## src/hdl/lcgks_pkg.sv

```systemverilog
`timescale 1ns / 1ps

package lcgks_pkg;

    localparam int unsigned WORD_W = 32;
    localparam int unsigned CFG_IDX_W = 2;

    typedef logic [WORD_W-1:0] word_t;

    typedef enum logic [CFG_IDX_W-1:0] {
        CFG_DIRECTION = 2'd0,
        CFG_THRESHOLD = 2'd1,
        CFG_ADD_KEY   = 2'd2,
        CFG_MULT_KEY  = 2'd3
    } cfg_idx_t;

    localparam word_t RST_THRESHOLD = 32'd1000000;
    localparam word_t RST_ADD_KEY   = 32'h3C6E_F35F;
    localparam word_t RST_MULT_KEY  = 32'h0019_660D;

endpackage

```

## src/hdl/lcg_keystream_header_cipher_unit.sv

```systemverilog
`timescale 1ns / 1ps
// A word passes the input register, then the result register, on its way to the output.
// Throughput: one word per cycle while the result side is not stalled; the key update (one
// 32x32 multiply-add) sits in the single stage between the input register and the result register.
// Words that produce no result (decrypt surplus or zero count) leave without an output.
// Reset (aresetn low, synchronous) empties both stages, clears key, checksum and count,
// and restores the register defaults.
module lcg_keystream_header_cipher_unit (
    input  logic                            aclk,
    input  logic                            aresetn,
    input  logic                            cfg_wr_en,
    input  logic [lcgks_pkg::CFG_IDX_W-1:0] cfg_addr,
    input  logic [lcgks_pkg::WORD_W-1:0]    cfg_wdata,
    input  logic                            s_valid,
    output logic                            s_ready,
    input  logic [lcgks_pkg::WORD_W-1:0]    s_data_word,
    input  logic                            s_start_of_header,
    input  logic                            s_final_word,
    output logic                            m_valid,
    input  logic                            m_ready,
    output logic [lcgks_pkg::WORD_W-1:0]    m_out_word,
    output logic                            m_last_of_header
);
    import lcgks_pkg::*;

    // configuration
    logic  direction_reg;
    word_t threshold_reg;
    word_t add_key_reg;
    word_t mult_key_reg;

    // input stage
    logic  in_valid_reg;
    word_t in_word_reg;
    logic  in_start_reg;
    logic  in_final_reg;

    // running state
    word_t key_reg, key_next;
    word_t cks_reg, cks_next;
    word_t left_reg, left_next;
    logic  enc_reg, enc_next;

    // result stage
    logic  out_valid_reg;
    word_t out_word_reg, out_word_next;
    logic  out_last_reg, out_last_next;
    logic  res_valid;

    logic  advance;
    word_t key_base;
    word_t cks_base;
    word_t key_step;
    word_t left_base;
    logic  enc_base;

    assign advance = in_valid_reg && (!out_valid_reg || m_ready);
    assign s_ready = !in_valid_reg || !out_valid_reg || m_ready;

    always_ff @(posedge aclk) begin
        if (!aresetn) begin
            direction_reg <= 1'b0;
            threshold_reg <= RST_THRESHOLD;
            add_key_reg   <= RST_ADD_KEY;
            mult_key_reg  <= RST_MULT_KEY;
        end else if (cfg_wr_en) begin
            case (cfg_idx_t'(cfg_addr))
                CFG_DIRECTION: direction_reg <= cfg_wdata[0];
                CFG_THRESHOLD: threshold_reg <= cfg_wdata;
                CFG_ADD_KEY:   add_key_reg   <= cfg_wdata;
                CFG_MULT_KEY:  mult_key_reg  <= cfg_wdata;
                default: ;
            endcase
        end
    end

    always_comb begin
        key_base  = in_start_reg ? '0 : key_reg;
        cks_base  = in_start_reg ? '0 : cks_reg;
        key_step  = word_t'(key_base * mult_key_reg) + add_key_reg;
        enc_base  = enc_reg;
        left_base = left_reg;

        key_next      = key_base;
        cks_next      = cks_base;
        left_next     = left_reg;
        enc_next      = enc_reg;
        res_valid     = 1'b0;
        out_word_next = in_word_reg;
        out_last_next = 1'b0;

        if (direction_reg) begin
            res_valid = 1'b1;
            if (in_final_reg) begin
                out_word_next = cks_base ^ key_base;
                out_last_next = 1'b1;
            end else begin
                cks_next      = cks_base + in_word_reg;
                key_next      = key_step;
                out_word_next = in_word_reg ^ key_step;
            end
        end else begin
            if (in_start_reg) begin
                enc_base  = in_word_reg > threshold_reg;
                left_base = enc_base ? (in_word_reg ^ add_key_reg) : in_word_reg;
            end
            enc_next  = enc_base;
            left_next = left_base;
            // drop the word when the count is exhausted
            if (left_base != '0) begin
                res_valid     = 1'b1;
                left_next     = left_base - word_t'(1);
                out_last_next = (left_base == word_t'(1));
                if (enc_base) begin
                    key_next      = key_step;
                    out_word_next = in_word_reg ^ key_step;
                end
            end
        end
    end

    always_ff @(posedge aclk) begin
        if (!aresetn) begin
            in_valid_reg  <= 1'b0;
            out_valid_reg <= 1'b0;
            key_reg       <= '0;
            cks_reg       <= '0;
            left_reg      <= '0;
            enc_reg       <= 1'b0;
        end else begin
            if (s_valid && s_ready) begin
                in_valid_reg <= 1'b1;
            end else if (advance) begin
                in_valid_reg <= 1'b0;
            end

            if (advance) begin
                out_valid_reg <= res_valid;
                key_reg       <= key_next;
                cks_reg       <= cks_next;
                left_reg      <= left_next;
                enc_reg       <= enc_next;
            end else if (m_ready) begin
                out_valid_reg <= 1'b0;
            end
        end
    end

    always_ff @(posedge aclk) begin
        if (s_valid && s_ready) begin
            in_word_reg  <= s_data_word;
            in_start_reg <= s_start_of_header;
            in_final_reg <= s_final_word;
        end
        if (advance && res_valid) begin
            out_word_reg <= out_word_next;
            out_last_reg <= out_last_next;
        end
    end

    assign m_valid          = out_valid_reg;
    assign m_out_word       = out_word_reg;
    assign m_last_of_header = out_last_reg;

endmodule

```

## config.mk

```make
export PLATFORM = sky130hd
export DESIGN_NAME = lcg_keystream_header_cipher_unit
export DESIGN_NICKNAME = d
export VERILOG_FILES = /design/src/hdl/lcgks_pkg.sv /design/src/hdl/lcg_keystream_header_cipher_unit.sv
export SDC_FILE = /design/constraint.sdc
export NUM_CORES = 2
export LEC_CHECK = 0
export ABC_AREA = 1
export BUFFER_PORTS_ARGS = -buffer_cell sky130_fd_sc_hd__buf_2
export CAP_MARGIN = 20
export CORE_MARGIN = 2
export CORE_UTILIZATION = 40
export CTS_CLUSTER_SIZE = 8
export DETAILED_ROUTE_END_ITERATION = 12
export PLACE_DENSITY = 0.68
export SETUP_SLACK_MARGIN = 0.1
export SLEW_MARGIN = 25
export SYNTH_ARGS = -nofsm -noshare
export SYNTH_HDL_FRONTEND = slang
export SYNTH_SLANG_ARGS = --single-unit
```

## constraint.sdc

```tcl
create_clock -name aclk -period 7.9 [get_ports aclk]
set_input_delay 0.79 -clock aclk [delete_from_list [all_inputs] [get_ports aclk]]
set_output_delay 0.79 -clock aclk [all_outputs]
set_load 0.01 [all_outputs]
```

### Word level (Yosys, flattened, before mapping)

Index checks and enable logic that the tools add are counted.

| storage, ports and cells | value |
|---|---|
| register bits after elaboration | 263 |
| input port bits | 73 |
| output and inout bits | 35 |
| logic and storage cells | 72 |

| operators by class | value |
|---|---|
| add/subtract/negate cells | 3 |
| multiply operators | 1 |
| order comparisons | 1 |
| eq/ne operators | 4 |
| multiplexer cells | 27 |
| bitwise logic cells | 4 |
| reduce and logical (&&, ||, !) cells | 17 |

Operator list:

| cell | count |
|---|---|
| two-way mux 32 bit | 16 |
| XOR 32 bit | 3 |
| adder 32 bit | 2 |
| equality test 32 x 1 -> 1 bit, second input constant | 1 |
| greater-than comparator 32 bit | 1 |
| multiplier 32 x 32 -> 32 bit | 1 |
| nonzero test 32 bit | 1 |
| subtractor 32 x 1 -> 32 bit, second input constant | 1 |
| two-way mux 1 bit | 11 |
| AND reduction 2 bit | 5 |
| equality test 2 bit, second input constant | 2 |
| nonzero test 2 bit | 2 |
| logical AND 1 bit | 3 |
| logical OR 1 bit | 3 |
| equality test 2 x 1 -> 1 bit, second input constant | 1 |
| zero test 1 bit | 2 |
| zero test 2 bit | 1 |
| inverter 1 bit | 1 |

### Depth between registers and ports, before layout

| depth | value |
|---|---|
| word-level depth | 8 |
| mapped depth | 43 |
| depth with buffers taken out | 40 |

### Worst setup path before layout

No wires, ideal clock.

| path | value |
|---|---|
| kind | register to register |
| start point | reg in_start_reg |
| end point | reg out_word_reg[28], in the netlist m_out_word[28], data pin |
| setup time | 0.253 ns |
| data arrival time | 7.982 ns |
| required time | 7.647 ns |
| setup slack | -0.334 ns |
| stages on the path, launching flop included | 38 |
| path buffers | 5 |
| period minus slack after synthesis | 8.234 ns |
| cell sequence | edfxtp_1 -> buf_2 -> clkinv_1 -> buf_2 -> buf_1 -> clkbuf_1 -> nand2_1 -> clkbuf_1 -> nor2_1 -> fa_1 -> fa_1 -> fa_1 -> inv_1 -> fa_1 -> inv_1 -> fa_1 -> inv_1 -> fa_1 -> [... 2 more ...] -> inv_1 -> fa_1 -> inv_1 -> ha_1 -> nand2_1 -> inv_1 -> nand2_1 -> nor3_1 -> nand4_1 -> nand3_1 -> inv_1 -> o21ai_0 -> a21oi_1 -> xnor2_1 -> xor2_1 -> a22o_1 -> inv_1 -> nand2_1 |

| between the ends | value |
|---|---|
| cells in the longest elaborated chain, start to end | 7 |
| elaborated cells between the ends (all ways) | 15 |
| those cells by class | 1 x add/sub; 1 x mul; 10 x mux; 2 x bitwise; 1 x reduce/logical |

Ends and longest elaborated chain:

| element | line | text |
|---|---|---|
| from (decl) | lcg_keystream_header_cipher_unit.sv:35 | `logic in_start_reg;` |
| from (signal assigned) | lcg_keystream_header_cipher_unit.sv:152 | `in_start_reg <= s_start_of_header;` |
| two-way mux 32 bit | lcg_keystream_header_cipher_unit.sv:78 | `key_base = in_start_reg ? '0 : key_reg;` |
| multiplier 32 x 32 -> 32 bit | lcg_keystream_header_cipher_unit.sv:80 | `key_step = word_t'(key_base * mult_key_reg) + add_key_reg;` |
| adder 32 bit | lcg_keystream_header_cipher_unit.sv:80 |  |
| XOR 32 bit | lcg_keystream_header_cipher_unit.sv:100, lcg_keystream_header_cipher_unit.sv:116 |  |
| two-way mux 32 bit | lcg_keystream_header_cipher_unit.sv:114 | `if (enc_base) begin` |
| two-way mux 32 bit | lcg_keystream_header_cipher_unit.sv:110 | `if (left_base != '0) begin` |
| two-way mux 32 bit * | lcg_keystream_header_cipher_unit.sv:92 | `if (direction_reg) begin` |
| net out_word_next[28] | lcg_keystream_header_cipher_unit.sv:46 | `word_t out_word_reg, out_word_next;` |
| to (signal assigned) | lcg_keystream_header_cipher_unit.sv:156 | `out_word_reg <= out_word_next;` |
| to (decl) | lcg_keystream_header_cipher_unit.sv:46 |  |

The timed path passes the listed nets; every way through them passes the cells marked *. The select of a mux whose other input is x is not followed.
A chain may end at the register's enable or synchronous reset.

### Worst setup path in the final report

Same ends and word-level chain as after synthesis.

==> results_dict.tcl <==
set metrics [dict create \
    placed_cells 5882 \
    synth-edff-count 67 \
    netlist.area_leader.share_pct 26.1 \
    grt_pass1_wl_mm 201 \
    coreArea_um2 83400 \
    avgSynthCellArea_um2 7.29 \
    layout_setup_ws_ps 181 \
    cp.depth 35 \
    initial_core_util_pct 40.3 \
    dr.pass1.iters 6 \
    endpoint_kind "flip-flop" \
    path_class "flip-flop to flip-flop" \
    ctsHtreeMaxLevel 2 \
    gp_congestion 1.04 \
    via_per_inst 5.47 \
    setup_tns_ps 0 \
    worstPathArrival_ps 8040 \
    rows 106 \
    cts_made_buffers 39 \
    syn-num-nets 5315 \
    reg2reg_setup_slack_ps 180 \
    drive_gt1_share_pct 15.6 \
    min_period_ps 7720 \
    ys_seq_area_share_pct 17.7 \
    max_freq_mhz 130 \
    crit_path_top_delay_cell "fa_1" \
    wl_per_cell_um 22.7 \
    cts_tree "yes" \
    clock-root-buffer "clkbuf_16" \
    min_period_over_period_pct 97.7 \
    synthDistinctLibCells 55 \
    cp-start-kind "flip-flop" \
    cts_max_path_buffers 3 \
    grt_usage_pct 31.4 \
    p_leak_nw 19.5 \
    ys_ff_latch 263 \
    globalRoute.totalOverflow 0 \
    clk_latency_ps 560 \
    vdd_drop_max_mv 0.429 \
    relSlewSlack_pct 31.0 \
    synthFlopType "dfxtp_1" \
    async_flop_share_pct 0 \
    cap_violations 0 \
    outcome "finished clean" \
    critical_path.max_fanout 5 \
    diodes 0 \
    dieArea_um2 86400 \
    clkTransAtPathRegs_ps 50 \
    hold_ws_ps 409 \
    wl_mm 136 \
    first_iter_violations 3529 \
    finalNonFillerCells 5993 \
    worstMarginPinSlew_ps 1030 \
    critPathBufInv 14 \
    grt_max_degree 72 \
    ff2ff_path_depth 35 \
    portBuffers 107 \
    dp_hpwl_mm 108 \
    ant_nets 0 \
    syn_inst 4614 \
    synth_top_cell_by_area "fa_1" \
    grt_pass1_vias 32300 \
    power-per-cell-area_nw_per_um2 293 \
    crit_required_ps 8220 \
    hold_viol_final 0 \
    top_level_ports 108 \
    place_ws_ps -373 \
    netlist_area_um2 33600 \
    drc_errors 0 \
    die_w_um 294 \
    holdPathStages 1 \
    ys_warn_count 0 \
    grt_antenna_before_repair 3 \
    rsz0062_at_grt "yes" \
    utilization_pct 47.6 \
    max_stage_delay_ps 550 \
    slew_viol_final 0 \
    finClkSkew_ps 25.1 \
    finalNetCount 5591 \
    num_vias 32800 \
    die_y_um 294 \
    ys_top_cells_by_area "fa_1 (26%), dfxtp_1 (12%), nand2_1 (11%)" \
    min_path_type "input port to flip-flop" \
    clkSinkCount 263 \
    area_growth_pct 18.2 \
    report.final.setup_viol 0 \
    critical-path-top-delay-family "adder cells" \
]
## path summary, 6_finish.rpt
path / to / startpoint
worst max-delay path: m_out_word[28] / in_start_reg
worst min-delay path: in_final_reg / s_final_word
worst max register to register: m_out_word[28] / in_start_reg
worst min register to register: threshold_reg[24] / threshold_reg[24]
## where the power goes
group          internal [W]  switching, W
Combinational       0.00361       0.00478
Clock              0.000937      0.000667
Sequential          0.00153      0.000121
## cells in the mapped netlist (11+ instances only)
master / n
o211ai_1: 40
or2_2: 31
ha_1: 189
buf_1: 18
buf_6: 13
clkbuf_1: 154
edfxtp_1: 67
clkinv_1: 13
dfxtp_1: 196
nor3_1: 17
nand3_1: 203
nand2_1: 998
a221oi_1: 11
o21ai_0: 274
nor2_1: 536
fa_1: 439
o221ai_1: 11
buf_2: 19
inv_1: 822
a21oi_1: 284
xnor2_1: 31
o21ai_1: 35
nand4_1: 16
xor2_1: 89
a21o_1: 11
## layer usage
| metal | wire (µm) | global-route usage, % | share of wire, % | vias up |
|---|---|---|---|---|
| met5 | 0 | 0 | 0 | - |
| met4 | 9750 | 18.1 | 7.2 | 0 |
| met3 | 13800 | 5.99 | 10 | 424 |
| met2 | 59500 | 49.5 | 44 | 1793 |
| met1 | 52800 | 40.3 | 39 | 15700 |
| li1 | - | - | - | 14800 |
## metrics by stage
step / cell area [µm²] / total power, W
2_1_floorplan: 33600 / 0.00538
3_3_place_gp: 37000 / 0.00836
4_1_cts: 38600 / 0.0104
5_1_grt: 39700 / 0.0124
3_5_place_dp: 37000 / 0.00843
6_report: 39700 / 0.0116
## what timing repair did
| item | 4_1_cts | 5_1_grt |
|---|---|---|
| endpoints found under the setup margin | 23 | 30 |
| hold buffers | 0 | 0 |
| cloned | 1 | 1 |
| pin swaps | 31 | 99 |
| resized for setup | 93 | 241 |
| buffers inserted | 21 | 24 |
## cells in the final DEF (no fill, tap or decap), drive strengths merged, types with 18 or more instances in the layout
cell       n
nand2   1010
inv      822
nor2     546
buf      440
fa       439
o21ai    310
a21oi    284
nand3    204
dfxtp    196
ha       189
xor2      89
edfxtp    67
clkbuf    64
o211ai    40
or2       31
xnor2     31
nor3      18
## worst reg2reg max path, delay by kind of cell (launching register included)
family                   cells  cell delay (ps)
buffers and inverters       14             1490
flip-flops                   1              410
AO/OA/AOI/OAI                3              420
adder cells (fa/ha/maj)      9             4060
XOR/XNOR                     2              280
AND/OR/NAND/NOR              7              800
## final cells by class
cell class | instances | area (µm²)
fillers | 8224 | 43700
multi-input cells | 3307 | 24600
flip-flops and latches | 263 | 5940
repair buffers | 441 | 3510
inverters | 837 | 3170
well taps | 1080 | 1350
clock buffers | 63 | 1100
clock inverters | 1 | 8.76
repair inverters | 1 | 7.51
## cell families after synthesis
family / count (synthesis) / synth area share [%]
buffers and inverters: 1044 / 12.1
flip-flops: 263 / 17.7
adder cells (fa/ha/maj): 628 / 33.2
XOR/XNOR: 120 / 3.13
AO/OA/AOI/OAI: 716 / 11.7
AND/OR/NAND/NOR: 1843 / 22.3
Power figures use the tool's default switching activity.
